===== config.mk =====
export PLATFORM = sky130hd
export DESIGN_NAME = treatment_safety_interlock
export DESIGN_NICKNAME = d
export VERILOG_FILES = /design/src/rtl/tsi_pkg.sv /design/src/rtl/treatment_safety_interlock.sv
export SDC_FILE = /design/constraint.sdc
export NUM_CORES = 1
export LEC_CHECK = 0
export ABC_CLOCK_PERIOD_IN_PS = 4180
export BUFFER_PORTS_ARGS = -buffer_cell sky130_fd_sc_hd__buf_2
export CAP_MARGIN = 20
export CELL_PAD_IN_SITES_DETAIL_PLACEMENT = 0
export CELL_PAD_IN_SITES_GLOBAL_PLACEMENT = 1
export CORE_MARGIN = 5
export CORE_UTILIZATION = 44
export CTS_CLUSTER_SIZE = 25
export DETAILED_ROUTE_END_ITERATION = 12
export HOLD_SLACK_MARGIN = 0.02
export PLACE_DENSITY_LB_ADDON = 0.12
export SYNTH_ARGS = -nofsm -noshare
export SYNTH_HDL_FRONTEND = slang
export SYNTH_SLANG_ARGS = --single-unit
export TNS_END_PERCENT = 50

===== constraint.sdc =====
create_clock -name clk -period 4.18 [get_ports clk]
set_input_delay 0.209 -clock clk [delete_from_list [all_inputs] [get_ports clk]]
set_output_delay 0.209 -clock clk [all_outputs]
set_load 0.01 [all_outputs]

===== src/rtl/tsi_pkg.sv =====
package tsi_pkg;

  localparam int unsigned NumInterlocks = 7;
  localparam int unsigned NumFlags      = 6;

  localparam logic [3:0] CMD_PATIENT    = 4'd0;
  localparam logic [3:0] CMD_APPROVAL   = 4'd1;
  localparam logic [3:0] CMD_WATER      = 4'd2;
  localparam logic [3:0] CMD_ULTRASOUND = 4'd6;
  localparam logic [3:0] CMD_PLANNING   = 4'd7;
  localparam logic [3:0] CMD_IDLE       = 4'd8;
  localparam logic [3:0] CMD_START      = 4'd9;
  localparam logic [3:0] CMD_PAUSE      = 4'd10;
  localparam logic [3:0] CMD_RESUME     = 4'd11;
  localparam logic [3:0] CMD_STOP       = 4'd12;

  localparam logic [2:0] MODE_CODE_IDLE     = 3'd0;
  localparam logic [2:0] MODE_CODE_PLANNING = 3'd1;
  localparam logic [2:0] MODE_CODE_READY    = 3'd2;
  localparam logic [2:0] MODE_CODE_TREATING = 3'd3;
  localparam logic [2:0] MODE_CODE_PAUSED   = 3'd4;
  localparam logic [2:0] MODE_CODE_ALARM    = 3'd5;

  localparam logic [1:0] LEVEL_GREEN  = 2'd0;
  localparam logic [1:0] LEVEL_YELLOW = 2'd1;
  localparam logic [1:0] LEVEL_RED    = 2'd2;

  localparam logic [1:0] APPROVAL_APPROVED = 2'd2;

  localparam logic [2:0] REFUSE_NONE         = 3'd0;
  localparam logic [2:0] REFUSE_INTERLOCKS   = 3'd1;
  localparam logic [2:0] REFUSE_TREATING     = 3'd2;
  localparam logic [2:0] REFUSE_NOT_TREATING = 3'd3;
  localparam logic [2:0] REFUSE_NOT_PAUSED   = 3'd4;

  // device interlocks: water, power, motion, e-stop, ultrasound
  localparam logic [NumInterlocks-1:0] DEVICE_MASK = 7'h7C;

  typedef enum logic [5:0] {
    MODE_IDLE     = 6'b000001,
    MODE_PLANNING = 6'b000010,
    MODE_READY    = 6'b000100,
    MODE_TREATING = 6'b001000,
    MODE_PAUSED   = 6'b010000,
    MODE_ALARM    = 6'b100000
  } mode_t;

  typedef struct packed {
    logic [3:0] command;
    logic [1:0] value;
  } tsi_req_t;

  typedef struct packed {
    logic [2:0]               mode;
    logic [1:0]               safety_level;
    logic                     can_start;
    logic [NumInterlocks-1:0] interlock_mask;
    logic                     accepted;
    logic [2:0]               refusal;
    logic                     abort_request;
    logic                     snapshot_changed;
  } tsi_rsp_t;

  function automatic logic [2:0] mode_code(input mode_t m);
    logic [2:0] c;
    c = MODE_CODE_IDLE;
    case (m)
      MODE_IDLE:     c = MODE_CODE_IDLE;
      MODE_PLANNING: c = MODE_CODE_PLANNING;
      MODE_READY:    c = MODE_CODE_READY;
      MODE_TREATING: c = MODE_CODE_TREATING;
      MODE_PAUSED:   c = MODE_CODE_PAUSED;
      MODE_ALARM:    c = MODE_CODE_ALARM;
      default:       c = MODE_CODE_IDLE;
    endcase
    return c;
  endfunction

  // interlock bit order: patient, plan, water, power, motion, estop, ultrasound
  function automatic logic [NumInterlocks-1:0] build_mask(
    input logic [NumFlags-1:0] flags,
    input logic [1:0]          approval
  );
    return {~flags[5:1], (approval < APPROVAL_APPROVED), ~flags[0]};
  endfunction

  function automatic logic [1:0] mask_level(input logic [NumInterlocks-1:0] m);
    logic [1:0] l;
    if (m == '0) begin
      l = LEVEL_GREEN;
    end else if ((m & DEVICE_MASK) == '0) begin
      l = LEVEL_YELLOW;
    end else begin
      l = LEVEL_RED;
    end
    return l;
  endfunction

endpackage


===== src/rtl/treatment_safety_interlock.sv =====
// Channel | Ports                          | Carries
// --------+--------------------------------+------------------------------
// in      | in_valid, in_ready, in_req     | command, value
// out     | out_valid, out_ready, out_rsp  | mode, level, mask, outcome
//
// One request per cycle while out_ready keeps the result register drained;
// its result appears in the cycle after acceptance, computed by the single
// combinational update between the state registers and the result register.
// Synchronous active-low reset: conditions false, approval draft, mode idle.
// in_ready stays high while the result register is empty or being drained.
module treatment_safety_interlock
  import tsi_pkg::*;
(
  input  logic     clk,
  input  logic     rst_n,
  input  logic     in_valid,
  output logic     in_ready,
  input  tsi_req_t in_req,
  output logic     out_valid,
  input  logic     out_ready,
  output tsi_rsp_t out_rsp
);

  logic [NumFlags-1:0]      flags_r, flags_nxt;
  logic [1:0]               approval_r, approval_nxt;
  mode_t                    mode_r, mode_nxt;
  logic                     out_valid_r;
  tsi_rsp_t                 rsp_r, rsp_nxt;

  logic                     take;
  logic [NumFlags-1:0]      flag_bit;
  logic [2:0]               flag_idx;
  logic                     changed;
  logic [NumInterlocks-1:0] mask_cur, mask_new;
  logic [1:0]               level_new;
  logic [2:0]               refusal;
  logic                     abort_pulse;
  logic                     in_treat;

  assign in_ready  = !out_valid_r || out_ready;
  assign take      = in_valid && in_ready;
  assign out_valid = out_valid_r;
  assign out_rsp   = rsp_r;

  assign mask_cur = build_mask(flags_r, approval_r);
  assign in_treat = (mode_r == MODE_TREATING) || (mode_r == MODE_PAUSED);
  assign flag_idx = (in_req.command == CMD_PATIENT) ? 3'd0 : 3'(in_req.command - 4'd1);
  assign flag_bit = NumFlags'(1) << flag_idx;

  always_comb begin
    flags_nxt    = flags_r;
    approval_nxt = approval_r;
    mode_nxt     = mode_r;
    changed      = 1'b0;
    refusal      = REFUSE_NONE;
    abort_pulse  = 1'b0;

    case (in_req.command) inside
      CMD_PATIENT, [CMD_WATER:CMD_ULTRASOUND]: begin
        if (((flags_r & flag_bit) != '0) != in_req.value[0]) begin
          flags_nxt = flags_r ^ flag_bit;
          changed   = 1'b1;
        end
      end
      CMD_APPROVAL: begin
        if (approval_r != in_req.value) begin
          approval_nxt = in_req.value;
          changed      = 1'b1;
        end
      end
      CMD_PLANNING: begin
        if (!in_treat) mode_nxt = MODE_PLANNING;
      end
      CMD_IDLE: begin
        if (!in_treat) mode_nxt = MODE_IDLE;
      end
      CMD_START: begin
        if (mask_cur != '0) refusal = REFUSE_INTERLOCKS;
        else if (mode_r == MODE_TREATING) refusal = REFUSE_TREATING;
        else mode_nxt = MODE_TREATING;
      end
      CMD_PAUSE: begin
        if (mode_r != MODE_TREATING) refusal = REFUSE_NOT_TREATING;
        else mode_nxt = MODE_PAUSED;
      end
      CMD_RESUME: begin
        if (mode_r != MODE_PAUSED) refusal = REFUSE_NOT_PAUSED;
        else if (mask_cur != '0) refusal = REFUSE_INTERLOCKS;
        else mode_nxt = MODE_TREATING;
      end
      CMD_STOP: begin
        mode_nxt = MODE_IDLE;
      end
      default: begin
      end
    endcase

    mask_new  = build_mask(flags_nxt, approval_nxt);
    level_new = mask_level(mask_new);

    // rebuild: condition commands never move the mode beforehand
    if (changed) begin
      if (in_treat) begin
        if (level_new == LEVEL_RED) begin
          mode_nxt    = MODE_ALARM;
          abort_pulse = 1'b1;
        end
      end else if (mask_new == '0 && mode_r == MODE_IDLE) begin
        mode_nxt = MODE_READY;
      end else if (mask_new != '0 && mode_r == MODE_READY) begin
        mode_nxt = MODE_IDLE;
      end
    end

    rsp_nxt.mode             = mode_code(mode_nxt);
    rsp_nxt.safety_level     = level_new;
    rsp_nxt.can_start        = (mask_new == '0);
    rsp_nxt.interlock_mask   = mask_new;
    rsp_nxt.accepted         = (refusal == REFUSE_NONE);
    rsp_nxt.refusal          = refusal;
    rsp_nxt.abort_request    = abort_pulse;
    rsp_nxt.snapshot_changed = changed;
  end

  always_ff @(posedge clk) begin
    if (!rst_n) begin
      flags_r     <= '0;
      approval_r  <= '0;
      mode_r      <= MODE_IDLE;
      out_valid_r <= 1'b0;
    end else begin
      if (take) begin
        flags_r    <= flags_nxt;
        approval_r <= approval_nxt;
        mode_r     <= mode_nxt;
      end
      if (take) begin
        out_valid_r <= 1'b1;
      end else if (out_ready) begin
        out_valid_r <= 1'b0;
      end
    end
  end

  always_ff @(posedge clk) begin
    if (take) begin
      rsp_r <= rsp_nxt;
    end
  end

  a_abort_to_alarm: assert property (@(posedge clk) disable iff (!rst_n)
    out_valid_r && rsp_r.abort_request |->
      rsp_r.mode == MODE_CODE_ALARM && rsp_r.snapshot_changed)
    else $error("abort without rebuild into alarm");

  a_abort_from_treat: assert property (@(posedge clk) disable iff (!rst_n)
    take && abort_pulse |-> in_treat)
    else $error("abort outside treatment");

  a_refusal_outcome: assert property (@(posedge clk) disable iff (!rst_n)
    out_valid_r |-> rsp_r.accepted == (rsp_r.refusal == REFUSE_NONE))
    else $error("accepted and refusal disagree");

  a_state_hold: assert property (@(posedge clk) disable iff (!rst_n)
    !take |=> $stable(mode_r) && $stable(flags_r) && $stable(approval_r))
    else $error("state moved without a request");

  a_mask_tracks: assert property (@(posedge clk) disable iff (!rst_n)
    take |=> rsp_r.interlock_mask == mask_cur)
    else $error("reported mask differs from state");

endmodule


==> impl_metrics.tcl <==
set metrics [dict create \
    p_comb_frac 0.178 \
    power.share.switching 0.287 \
    wl_per_cell_um 15.2 \
    route.vias.total 1828 \
    period_needed_ps 3750 \
    place_congestion 0.883 \
    die_w_um 80.3 \
    first_iter_violations 136 \
    setup.worst_path.end_class "flip-flop" \
    netlist_area_um2 2170 \
    fp.dieH_um 80.3 \
    cp_num_buf_inv 3 \
    clk_path_buf_depth 2 \
    drive_gt1_frac 0.184 \
    status "complete, no violations" \
    yosysUniqueCellTypes 57 \
    rows 25 \
    ys_seq_area_frac 0.401 \
    cpMaxStageDelayCell "or4_4" \
    avgViaCountPerCell 5.47 \
    cts.htree.levels 2 \
    worstSkewPairLatency_ps 290 \
    cts_hold_buf 0 \
    crit_chain "buf_2 > inv_1 > ha_1 > inv_1 > nor2_1 > nor3_1 > a21oi_1 > and2_1 > ha_1 > or4_4 > a211oi_2 > nand4_1 > a2111o_1 > o2bb2ai_1 > nand2_2 > nor3_1 > o311a_1" \
    drc 0 \
    cts.sinks 34 \
    power_frac_clock 0.316 \
    maxSlewViolCount 0 \
    internal-power_uw 542 \
    initial_core_util 0.457 \
    critPathKind "primary input to flip-flop" \
    postCtsSetupBuffers 0 \
    netlist.top_cell.by_area "edfxtp_1" \
    maxSlewHeadroom 0.389 \
    track_usage 0.171 \
    design.core.area_um2 4750 \
    post-route-util 0.524 \
    p_leak_nw 1.04 \
    crit_required_ps 4220 \
    worst_pin_slew_ps 894 \
    max_stage_delay_ps 570 \
    crit_family "compound AO/OA/AOI/OAI gates" \
    synth_top_cell_area_share 0.263 \
    first_global_vias 1703 \
    grt_max_degree 35 \
    tns_ps 0 \
    worstPathMaxFanout 8 \
    final_hold_viol_count 0 \
    hold_path_class "primary input to flip-flop" \
    post_cts_resized 0 \
    ys_ff_latch 34 \
    syn_avg_cell_area_um2 9.24 \
    ios 31 \
    hold_slack_ps 173 \
    cp.arrival_ps 3790 \
    netlist_instances 235 \
    antenna_found_initial 0 \
    cts_made_buffers 5 \
    cts_tree "yes" \
    clkTransAtPathRegs_ps 70 \
    finalSetupViolCount 0 \
    power_density_nw_per_um2 305 \
    syn_nets 257 \
    synth_edf_count 19 \
    syn2layout_area_growth_pct 14.6 \
    clock.fmax_ghz 0.267 \
    first_pass_iters 4 \
    ys_async_sr_fraction 0 \
    ys.flop_type "edfxtp_1" \
    vdd_drop_max_uv 117 \
    overflow 0 \
    rsz0062_at_grt "false" \
    setup_ws_ps 432 \
    die-area_um2 6440 \
    maxCapViolCount 0 \
    startpoint_type "primary input" \
    power.share.sequential 0.506 \
    synth_warnings 0 \
    drtAntennaViolNets 0 \
    antenna_cells 0 \
    port_buffers 30 \
    dp_hpwl_mm 3.89 \
    p_sw_uw 218 \
    place_ws_ps 172 \
    timing.final.crit_share 0.897 \
    fin_nets 288 \
    cts_root_buf "clkbuf_8" \
    drt-total-wl_mm 5.09 \
    grt_pass1_wl_mm 8.56 \
    synthTopCellsByArea "edfxtp_1 (26%), dfxtp_1 (14%), ha_1 (6.9%)" \
    clock_skew_ps 5.87 \
]
-- registers in the layout, summed over array words and instances, names as in the netlist --
| name | count |
|---|---|
| flags_r | 6 |
| out_valid | 1 |
| mode_r | 6 |
| approval_r | 2 |
| out_rsp | 19 |
-- metal layers --
layer	share of wire	track usage
met5	0	0
met3	0.051	0.0325
met1	0.52	0.254
met4	0.013	0.0557
met2	0.41	0.248
-- path summary, 6_finish.rpt --
| check | to | slack, ps | from | depth (start not counted) |
|---|---|---|---|---|
| setup / recovery | out_rsp[16]$_DFFE_PP_ | 430 | in_req[3] | 17 |
| hold / removal | out_valid$_SDFFE_PN0P_ | 170 | in_valid | 3 |
| setup reg to reg | out_rsp[16]$_DFFE_PP_ | 1100 | flags_r[1]$_SDFFE_PN0P_ | 9 |
| hold reg to reg | approval_r[0]$_SDFFE_PN0P_ | 510 | approval_r[0]$_SDFFE_PN0P_ | 2 |
-- power groups by stage --
stage               clock network [mW]  registers, mW  logic, mW
floorplan                            0          0.397     0.0850
global placement                     0          0.392      0.130
CTS                              0.242          0.385      0.132
detailed placement                   0          0.392      0.131
global route                     0.260          0.387      0.150
finish                           0.240          0.385      0.135
-- kinds of logic after synthesis --
logic type | count (synthesis) | synth area share
AND/OR/NAND/NOR | 99 | 0.235
AO/OA/AOI/OAI | 59 | 0.213
flip-flops | 34 | 0.401
buffers and inverters | 20 | 0.0346
adder cells (fa/ha/maj) | 12 | 0.0691
multiplexers | 6 | 0.0277
XOR/XNOR | 5 | 0.0202
-- cell usage in the layout, fill, tap and decap left out, types with 8 or more instances in the layout --
cell type,synthesis,final
buf_2,0,30
o21ai_0,8,8
nor2_1,17,17
inv_1,12,12
ha_1,12,12
a21oi_1,9,9
nand2_1,29,29
nor3_1,13,13
edfxtp_1,19,19
dfxtp_1,15,15
-- layout make-up --
| type | count | area (µm²) |
|---|---|---|
| Fill cell | 484 | 2260 |
| Multi-Input combinational cell | 181 | 1230 |
| Sequential cell | 34 | 871 |
| Timing Repair Buffer | 31 | 178 |
| Tap cell | 67 | 83.8 |
| Clock buffer | 6 | 72.6 |
| Inverter | 13 | 48.8 |
| Clock inverter | 2 | 10.0 |
-- metrics by stage --
step,instances,area (µm²),total power [mW]
finish,334,2490,0.760
global route,334,2490,0.797
CTS,333,2460,0.759
detailed placement,325,2380,0.523
global placement,325,2380,0.522
floorplan,235,2170,0.482
-- tightest hold or removal path, stage by stage --
cell	delay (ps)
buf_2	100
inv_1	40
a21boi_0	60
-- cell usage after synthesis (all sizes together), types with 2 or more instances --
master / instances
a31oi: 3
nor2: 18
nor2b: 5
a211oi: 2
a21oi: 9
nand2: 30
nor3b: 2
o21ai: 10
inv: 12
edfxtp: 19
a41o: 2
nor4: 2
o211ai: 5
nand2b: 3
mux2i: 6
nand3: 5
xor2: 2
ha: 12
dfxtp: 15
or3: 2
xnor2: 3
o211a: 8
or4: 2
and2: 6
a211o: 3
nor3: 13
nor4b: 2
nand4: 5
a21boi: 3
clkbuf: 7
(Power assumes the default switching activity.)
